File: src/hw/rtl/sfr_pkg.sv
// Shared types and constants for the sum-checked frame receiver.
package sfr_pkg;

  localparam logic [7:0] HdrByte = 8'hAB;

  // Header bytes already matched when the last of the three arrives; the type byte follows
  localparam logic [1:0] HdrLast = 2'd2;

  localparam logic [1:0] StatusOk        = 2'd0;
  localparam logic [1:0] StatusBadHeader = 2'd1;
  localparam logic [1:0] StatusLength    = 2'd2;
  localparam logic [1:0] StatusChecksum  = 2'd3;

  typedef enum logic [2:0] {
    PhHunt = 3'd0,
    PhType = 3'd1,
    PhLenH = 3'd2,
    PhLenL = 3'd3,
    PhData = 3'd4,
    PhSum  = 3'd5
  } phase_e;

  typedef struct packed {
    logic       is_status;
    logic [7:0] payload_byte;
    logic [7:0] frame_type;
    logic [1:0] frame_status;
    logic       frame_last;
  } result_t;

endpackage

File: src/hw/rtl/sfr_in_reg.sv
// Input register stage holding one received byte request.
module sfr_in_reg (
  input  logic       clk_i,
  input  logic       rst_ni,
  input  logic       in_valid_i,
  output logic       in_ready_o,
  input  logic [7:0] rx_byte_i,
  input  logic       take_i,
  output logic       valid_o,
  output logic [7:0] byte_o
);

  logic       valid_d, valid_q;
  logic [7:0] byte_d, byte_q;

  assign in_ready_o = !valid_q || take_i;

  always_comb begin
    valid_d = valid_q;
    byte_d  = byte_q;
    if (in_valid_i && in_ready_o) begin
      valid_d = 1'b1;
      byte_d  = rx_byte_i;
    end else if (take_i) begin
      valid_d = 1'b0;
    end
  end

  always_ff @(posedge clk_i or negedge rst_ni) begin
    if (!rst_ni) begin
      valid_q <= 1'b0;
    end else begin
      valid_q <= valid_d;
    end
  end

  always_ff @(posedge clk_i) begin
    byte_q <= byte_d;
  end

  assign valid_o = valid_q;
  assign byte_o  = byte_q;

endmodule

File: src/hw/rtl/sfr_parser.sv
// Frame parser: phase state, running checksum and per-byte result logic.
module sfr_parser (
  input  logic                clk_i,
  input  logic                rst_ni,
  input  logic                step_i,
  input  logic [7:0]          byte_i,
  input  logic [15:0]         expected_length_i,
  output logic                res_valid_o,
  output sfr_pkg::result_t    res_o
);

  sfr_pkg::phase_e phase_d, phase_q;
  logic [1:0]  hdr_seen_d, hdr_seen_q;
  logic [7:0]  type_d, type_q;
  logic [15:0] len_d, len_q;
  logic [15:0] left_d, left_q;
  logic [7:0]  sum_d, sum_q;
  logic [7:0]  sum_add;
  logic [15:0] left_dec;

  assign sum_add  = sum_q + byte_i;
  assign left_dec = left_q - 16'd1;

  // Next state
  always_comb begin
    phase_d    = phase_q;
    hdr_seen_d = hdr_seen_q;
    type_d     = type_q;
    len_d      = len_q;
    left_d     = left_q;
    sum_d      = sum_q;
    case (phase_q)
      sfr_pkg::PhType: begin
        type_d  = byte_i;
        phase_d = sfr_pkg::PhLenH;
      end
      sfr_pkg::PhLenH: begin
        len_d   = {byte_i, 8'h00};
        sum_d   = byte_i;
        phase_d = sfr_pkg::PhLenL;
      end
      sfr_pkg::PhLenL: begin
        len_d   = {len_q[15:8], byte_i};
        sum_d   = sum_add;
        left_d  = expected_length_i;
        phase_d = (expected_length_i == 16'd0) ? sfr_pkg::PhSum : sfr_pkg::PhData;
      end
      sfr_pkg::PhData: begin
        sum_d  = sum_add;
        left_d = left_dec;
        if (left_dec == 16'd0) begin
          phase_d = sfr_pkg::PhSum;
        end
      end
      sfr_pkg::PhSum: begin
        phase_d    = sfr_pkg::PhHunt;
        hdr_seen_d = 2'd0;
      end
      default: begin
        // Hunt for three header bytes; any other byte restarts the hunt
        if (byte_i != sfr_pkg::HdrByte) begin
          phase_d    = sfr_pkg::PhHunt;
          hdr_seen_d = 2'd0;
        end else if (hdr_seen_q >= sfr_pkg::HdrLast) begin
          phase_d    = sfr_pkg::PhType;
          hdr_seen_d = 2'd0;
        end else begin
          phase_d    = sfr_pkg::PhHunt;
          hdr_seen_d = hdr_seen_q + 2'd1;
        end
      end
    endcase
  end

  // Result for the current byte
  always_comb begin
    res_valid_o        = 1'b0;
    res_o.is_status    = 1'b0;
    res_o.payload_byte = 8'h00;
    res_o.frame_type   = type_q;
    res_o.frame_status = sfr_pkg::StatusOk;
    res_o.frame_last   = 1'b0;
    case (phase_q)
      sfr_pkg::PhType, sfr_pkg::PhLenH, sfr_pkg::PhLenL: begin
        res_valid_o = 1'b0;
      end
      sfr_pkg::PhData: begin
        res_valid_o        = 1'b1;
        res_o.payload_byte = byte_i;
      end
      sfr_pkg::PhSum: begin
        res_valid_o      = 1'b1;
        res_o.is_status  = 1'b1;
        res_o.frame_last = 1'b1;
        if (len_q != expected_length_i) begin
          res_o.frame_status = sfr_pkg::StatusLength;
        end else if (byte_i != sum_q) begin
          res_o.frame_status = sfr_pkg::StatusChecksum;
        end
      end
      default: begin
        if (byte_i != sfr_pkg::HdrByte) begin
          res_valid_o        = 1'b1;
          res_o.is_status    = 1'b1;
          res_o.frame_last   = 1'b1;
          res_o.frame_type   = 8'h00;
          res_o.frame_status = sfr_pkg::StatusBadHeader;
        end
      end
    endcase
  end

  always_ff @(posedge clk_i or negedge rst_ni) begin
    if (!rst_ni) begin
      phase_q    <= sfr_pkg::PhHunt;
      hdr_seen_q <= 2'd0;
      type_q     <= 8'h00;
      len_q      <= 16'h0000;
      left_q     <= 16'h0000;
      sum_q      <= 8'h00;
    end else if (step_i) begin
      phase_q    <= phase_d;
      hdr_seen_q <= hdr_seen_d;
      type_q     <= type_d;
      len_q      <= len_d;
      left_q     <= left_d;
      sum_q      <= sum_d;
    end
  end

endmodule

File: src/hw/rtl/sfr_out_reg.sv
// Result register stage driving the output request channel.
module sfr_out_reg (
  input  logic             clk_i,
  input  logic             rst_ni,
  input  logic             load_i,
  input  logic             res_valid_i,
  input  sfr_pkg::result_t res_i,
  input  logic             out_ready_i,
  output logic             out_valid_o,
  output logic             space_o,
  output sfr_pkg::result_t res_o
);

  logic             valid_d, valid_q;
  sfr_pkg::result_t res_d, res_q;

  assign space_o = !valid_q || out_ready_i;

  always_comb begin
    valid_d = valid_q;
    res_d   = res_q;
    if (load_i) begin
      valid_d = res_valid_i;
      res_d   = res_i;
    end else if (out_ready_i) begin
      valid_d = 1'b0;
    end
  end

  always_ff @(posedge clk_i or negedge rst_ni) begin
    if (!rst_ni) begin
      valid_q <= 1'b0;
    end else begin
      valid_q <= valid_d;
    end
  end

  always_ff @(posedge clk_i) begin
    res_q <= res_d;
  end

  assign out_valid_o = valid_q;
  assign res_o       = res_q;

endmodule

File: src/hw/rtl/sum_checked_frame_receiver.sv
// Top level of the sum-checked frame receiver.
// An accepted byte is registered in the input stage, then its result in the result stage.
// Throughput: one byte per cycle while the result stage has room; the single parser state update per byte sets it.
// Bytes that close no payload or frame (header, type, length) give no result.
// Reset (rst_ni low, asynchronous) empties both stages, clears expected_length
// and returns the parser to hunting for the first header byte.
module sum_checked_frame_receiver (
  input  logic        clk_i,
  input  logic        rst_ni,
  // Byte request channel
  input  logic        in_valid_i,
  output logic        in_ready_o,
  input  logic [7:0]  rx_byte_i,
  // Result request channel
  output logic        out_valid_o,
  input  logic        out_ready_i,
  output logic        is_status_o,
  output logic [7:0]  payload_byte_o,
  output logic [7:0]  frame_type_o,
  output logic [1:0]  frame_status_o,
  output logic        frame_last_o,
  // expected_length register write
  input  logic        cfg_we_i,
  input  logic [15:0] cfg_wdata_i
);

  logic             byte_valid;
  logic [7:0]       byte_val;
  logic             out_space;
  logic             advance;
  logic             res_valid;
  sfr_pkg::result_t res_comb;
  sfr_pkg::result_t res_reg;
  logic [15:0]      exp_len_d, exp_len_q;

  // Advance a byte from the input stage into the parser whenever the result
  // stage is empty or being drained this cycle.
  assign advance = byte_valid && out_space;

  // Hold the expected payload length until written
  assign exp_len_d = cfg_we_i ? cfg_wdata_i : exp_len_q;

  always_ff @(posedge clk_i or negedge rst_ni) begin
    if (!rst_ni) begin
      exp_len_q <= 16'h0000;
    end else begin
      exp_len_q <= exp_len_d;
    end
  end

  sfr_in_reg u_in_reg (
    .clk_i      (clk_i),
    .rst_ni     (rst_ni),
    .in_valid_i (in_valid_i),
    .in_ready_o (in_ready_o),
    .rx_byte_i  (rx_byte_i),
    .take_i     (advance),
    .valid_o    (byte_valid),
    .byte_o     (byte_val)
  );

  // Parse one byte per advance; state moves only when the byte is consumed
  sfr_parser u_parser (
    .clk_i             (clk_i),
    .rst_ni            (rst_ni),
    .step_i            (advance),
    .byte_i            (byte_val),
    .expected_length_i (exp_len_q),
    .res_valid_o       (res_valid),
    .res_o             (res_comb)
  );

  // Drop bytes that produce no result by loading an empty slot
  sfr_out_reg u_out_reg (
    .clk_i       (clk_i),
    .rst_ni      (rst_ni),
    .load_i      (advance),
    .res_valid_i (res_valid),
    .res_i       (res_comb),
    .out_ready_i (out_ready_i),
    .out_valid_o (out_valid_o),
    .space_o     (out_space),
    .res_o       (res_reg)
  );

  assign is_status_o    = res_reg.is_status;
  assign payload_byte_o = res_reg.payload_byte;
  assign frame_type_o   = res_reg.frame_type;
  assign frame_status_o = res_reg.frame_status;
  assign frame_last_o   = res_reg.frame_last;

endmodule

File: config.mk
export PLATFORM = sky130hd
export DESIGN_NAME = sum_checked_frame_receiver
export DESIGN_NICKNAME = d
export VERILOG_FILES = /design/src/hw/rtl/sfr_pkg.sv /design/src/hw/rtl/sfr_in_reg.sv /design/src/hw/rtl/sfr_parser.sv /design/src/hw/rtl/sfr_out_reg.sv /design/src/hw/rtl/sum_checked_frame_receiver.sv
export SDC_FILE = /design/constraint.sdc
export NUM_CORES = 1
export LEC_CHECK = 0
export BUFFER_PORTS_ARGS = -buffer_cell sky130_fd_sc_hd__buf_2
export CORE_MARGIN = 4
export CORE_UTILIZATION = 30
export DETAILED_ROUTE_END_ITERATION = 10
export GPL_TIMING_DRIVEN = 0
export PLACE_DENSITY = 0.54
export SYNTH_ARGS = -nofsm -noshare
export SYNTH_HDL_FRONTEND = slang
export SYNTH_SLANG_ARGS = --single-unit
File: constraint.sdc
create_clock -name clk_i -period 3.8 [get_ports clk_i]
set_input_delay 0.76 -clock clk_i [delete_from_list [all_inputs] [get_ports clk_i]]
set_output_delay 0.76 -clock clk_i [all_outputs]
set_load 0.01 [all_outputs]
* Word level (Yosys, flattened, before mapping)
Index checks and enable logic that the tools add are counted.
Word-level totals: memory bits (writable) 0, output and inout bits 22, bits in registers 99, memory bits (read-only) 0, memories kept 0, word-level logic and storage cells 79, bits in latches 0, input port bits 29
Operators by class: bitwise operators 2, shifts and indexed selects 0, eq/ne operators 9, multiplexer cells 23, add/sub/neg operators 3, multipliers 0, magnitude comparators 1, divide/modulo/power cells 0, reduce and logical (&&, ||, !) cells 25
Operator list (number):
- $pmux 16 s2 | 2
- $logic_not 16->1 | 2
- $ne 16x16->1 | 1
- $pmux 8 s2 | 1
- $sub 16x1->16 const B | 1
- $pmux 3 s5 | 1
- $reduce_and 2->1 | 6
- $mux 11 | 1
- $reduce_bool 2->1 | 5
- $add 8x8->8 | 1
- $mux 2 | 4
- $mux 8 | 1
- $ne 8x8->1 | 1
- $ne 8x8->1 const B | 1
- $mux 1 | 7
- $eq 3x2->1 const B | 2
- $eq 3x3->1 const B | 2
- $mux 3 | 2
- $pmux 3 s2 | 1
- $reduce_or 5->1 | 1
- $pmux 1 s2 | 2
- $pmux 2 s2 | 1
- $reduce_or 2->1 | 2
- $reduce_or 4->1 | 1
- 10 further kinds | 14

* Longest topological paths before layout
word-level depth 6, depth in mapped cells 10, depth with buffers taken out 9

* By module
A second synthesis with hierarchy kept.
Unflattened totals: cells, all modules 463, area total of the unflattened synthesis 5032.3 µm²
Modules (own cells, without submodules):
- sfr_parser | sequential area each 1326.3 µm², times used 1, cells each 392, area each 3430.8 µm²
- sum_checked_frame_receiver | sequential area each 400.4 µm², times used 1, cells each 35, area each 655.6 µm²
- sfr_out_reg | sequential area each 625.6 µm², times used 1, cells each 24, area each 651.9 µm²
- sfr_in_reg | sequential area each 265.3 µm², times used 1, cells each 12, area each 294.0 µm²

* Worst setup path before layout
No wires, ideal clock.
path kind input to register, from in out_ready_i, to reg u_parser.len_q[0], stages 7, data arrival time 2.380 ns, buffers on the path 0, setup slack 1.299 ns, cells stage by stage nand2b_1 nand2_1 inv_1 o21ai_2 nor2_2 nor2_1 a22o_1
Between the ends: word-level cells in the longest chain between the ends 3
Ends and longest elaborated chain:
- from (decl) | RTL line sum_checked_frame_receiver.sv:16 | input logic out_ready_i,
- $logic_or 1x1->1 | RTL line sfr_out_reg.sv:17 | assign space_o = !valid_q || out_ready_i;
- $logic_and 1x1->1 | RTL line sum_checked_frame_receiver.sv:38 | assign advance = byte_valid && out_space;
- net advance | RTL line sum_checked_frame_receiver.sv:30 | logic advance;
- $reduce_and 2->1 (no source line)
- to (signal assigned) | RTL line sfr_parser.sv:125 | len_q <= len_d;
- to (decl) | RTL line sfr_parser.sv:15 | logic [15:0] len_d, len_q;
The timed path passes the listed nets, and every way through them passes these cells. A chain may end at the register's enable or synchronous reset.

* Worst setup path in the final report
from in out_ready_i, to reg u_parser.left_q[3]
Between the ends: word-level cells in the longest chain between the ends 3
Ends and longest elaborated chain:
- $logic_or 1x1->1 | RTL line sfr_out_reg.sv:17
- $logic_and 1x1->1 | RTL line sum_checked_frame_receiver.sv:38
- net advance | RTL line sum_checked_frame_receiver.sv:30
- $reduce_and 2->1 (no source line)
- to (signal assigned) | RTL line sfr_parser.sv:126 | left_q <= left_d;
- to (decl) | RTL line sfr_parser.sv:16 | logic [15:0] left_d, left_q;
The timed path passes the listed nets, and every way through them passes these cells.

==> metrics.txt <==
status finished, final reports clean; Synth cell types 61; Comb pwr share 0.124; RD Place Congestion 0.846; Setup Skew 4.79 ps; Pleak 2.52 nW; crit path cell chain buf_2, nand2b_1, nand2_1, inv_1, o21ai_2, nor2_1, o21ai_0, o2bb2ai_1; total power draw 2.51 mW; initial antenna violation count 0; async set or reset register ratio after synthesis 0.724; M1 wire length 5550 µm; Skew-Pair Late Insertion Delay 350 ps; crit-path max FO 24; DIE WIDTH 136 µm; Via density 4.96; layout cell share with drive strength beyond 1 0.198; DR DRC count 0; hold_buf cts 0; GRT Total Usage 0.142; post-detail-place hpwl 8720 µm; Routed Antenna Nets 0; Crit path required time approximately 4000 ps; Vias 3,674; Area Growth Syn to Fin 17.1%; final worst path period share 0.791; Total Nets Final 558; total wire length between 10,000 and 15,000 µm; Placeable Area 15,900 µm²; slowest CP cell inv_1; Synth Flop Type dfrtp_1; clk root buf clkbuf_16; htree depth 3; count leader, synth dfrtp_1; first-pass detailed-route iteration total 4; syn_area_per_cell 10.6 µm²; TritonCTS clock tree done; RSZ-0062 raised after global routing false; Crit. End Element flop; Post-synth top cells dfrtp_1, nand2_1, nor2_1; Synth top area share 0.364; met2 WL a little under 6000 µm; maximum VDD drop ~300 µV; endpoints failing hold 0; syn nets about 500; first-pass GRT wire length 20,100 µm; flops & latches, synth 98; sequential fraction of design power 0.508; Net Sw Power 0.664 mW; total CTS buffers 9; top layer reached by signal wires met4; Placement Cell Area 5420 µm²; CP top delay family simple AND/OR/NAND/NOR gates; Least-Margin Pin Slew 950 ps; Internal 1.85 mW; die height around 140 µm; Ys Warns 0; Initial Util 0.307; Mapped Area 4880 µm²; worst path arrival time 3220 ps; Seq/Total Area, Yosys 0.531; Fillers ~1,600; Slew HR 0.366; max-slew violations 0; Net Sw Frac 0.264; Clock transition at path regs 70 ps; Clock power frac 0.367; final setup vio count 0; Clock Sinks 98; final setup TNS 0 ps; number of DRC markers in iteration 0 299; Post-synth EDFFs 27; Tmin final 3010 ps; # IOs 51; Design Area, Final 5710 µm²; vias in the first global route 3,669; WL per Instance 16.4 µm; largest net degree at the start of global routing ~40; critical path class input port to flop; total grt overflow 0; worst hold path type input port to asynchronous set/reset pin; postcts setup bufs 0; metal3 WL around 460 µm; Startpoint Class input port; crit-path max cell delay ~770 ps; post_cts resized 0; top achievable clock speed 333 MHz; FP Rows 46; # diodes 0; Bufs on Longest Clock Path 2; Pwr Density ~440 nW/µm²; Port-buffer cells between 40 and 50; Area contributors post-synth dfrtp_1, edfxtp_1, mux2_2; die area 18,400 µm²; Max-cap violations 0; post-synthesis cell count ~460; CP bufs+invs 2; cell taking the most area after synthesis dfrtp_1
## worst register-to-register path, cell delays in order, from the launching register on
cell	delay (ps)
dfrtp_1	400
nand2b_1	100
nand2_1	220
inv_1	770
o21ai_2	280
nor2_1	630
o21ai_0	200
o2bb2ai_1	160
## cells by family (layout without fill, tap and decap cells)
logic type               after synthesis  count (layout)  synth area share
AO/OA/AOI/OAI                         99              99             0.133
XOR/XNOR                              22              22            0.0395
adder cells (fa/ha/maj)               10              10            0.0272
buffers and inverters                 34             100            0.0298
flip-flops                            98              98             0.531
multiplexers                          28              28            0.0634
AND/OR/NAND/NOR                      167             167             0.177
## power groups by stage
stage | clock [mW] | combinational, mW | sequential, mW
2_1_floorplan | 0 | 0.219 | 1.27
3_3_place_gp | 0 | 0.302 | 1.30
3_5_place_dp | 0 | 0.316 | 1.30
4_1_cts | 0.948 | 0.318 | 1.28
5_1_grt | 1.00 | 0.357 | 1.29
6_report | 0.924 | 0.312 | 1.28
## through the flow
step / setup slack [ps] / util / hold slack [ps] / std cells
after floorplan: 1300 / - / 442 / 458
after global placement: 460 / 0.339 / 457 / 723
after detailed placement: 410 / 0.341 / 478 / 724
after CTS: 766 / 0.360 / 350 / 740
after global routing: 492 / 0.360 / 371 / 740
final: 795 / 0.360 / 340 / 740
## final cells by class
cell class              instances  area [µm²]  share of cell area
inverters                       9        33.8             0.00591
clock buffers                  10         229              0.0401
flip-flops and latches         98        2590               0.453
well taps                     216         270              0.0473
multi-input cells             326        2140               0.375
plain buffers                  25         111              0.0195
repair buffers                 50         268              0.0469
clock inverters                 6        67.6              0.0118
## cells in the final DEF (no fill, tap or decap), types with 5 or more instances in the layout
master / count
ha_1: 9
xor2_1: 20
a22o_1: 8
dfrtp_1: 71
mux2_2: 23
a31oi_1: 5
clkbuf_16: 9
o31ai_1: 5
nor4_1: 13
nor3_1: 8
o21ai_0: 28
inv_1: 9
a21oi_1: 21
clkbuf_1: 19
buf_2: 53
edfxtp_1: 27
and2_1: 14
and3_1: 8
nor2_1: 40
nand3_1: 9
mux2i_1: 5
nand2_1: 45
## per-layer routing
metal  vias up  GRT usage
li1       1791          -
met1      1806      0.194
met2        63      0.224
met3        14     0.0227
met4         0     0.0622
met5         -          0
## registers in the layout, indices dropped and copies added (netlist names)
register / count
u_out_reg.res_o: 19
exp_len_q: 16
u_parser.left_q: 16
u_parser.len_q: 16
u_in_reg.byte_o: 8
u_parser.sum_q: 8
u_parser.type_q: 8
u_parser.phase_q: 3
u_parser.hdr_seen_q: 2
u_in_reg.valid_o: 1
u_out_reg.out_valid_o: 1
## path summary, 6_finish.rpt
path                                       startpoint            endpoint  slack, ps  depth (start not counted)
worst max-delay path                      out_ready_i  u_parser.left_q[3]        790                          8
worst min-delay path                           rst_ni  u_parser.left_q[7]        340                          1
worst max register to register  u_out_reg.out_valid_o  u_parser.left_q[3]        900                          7
worst min register to register     u_parser.len_q[10]  u_parser.len_q[10]        490                          2
max in group asynchronous                      rst_ni   u_parser.sum_q[0]       2910                          2
min in group clk_i                 u_parser.len_q[10]  u_parser.len_q[10]        490                          2
(Power assumes the default switching activity.)
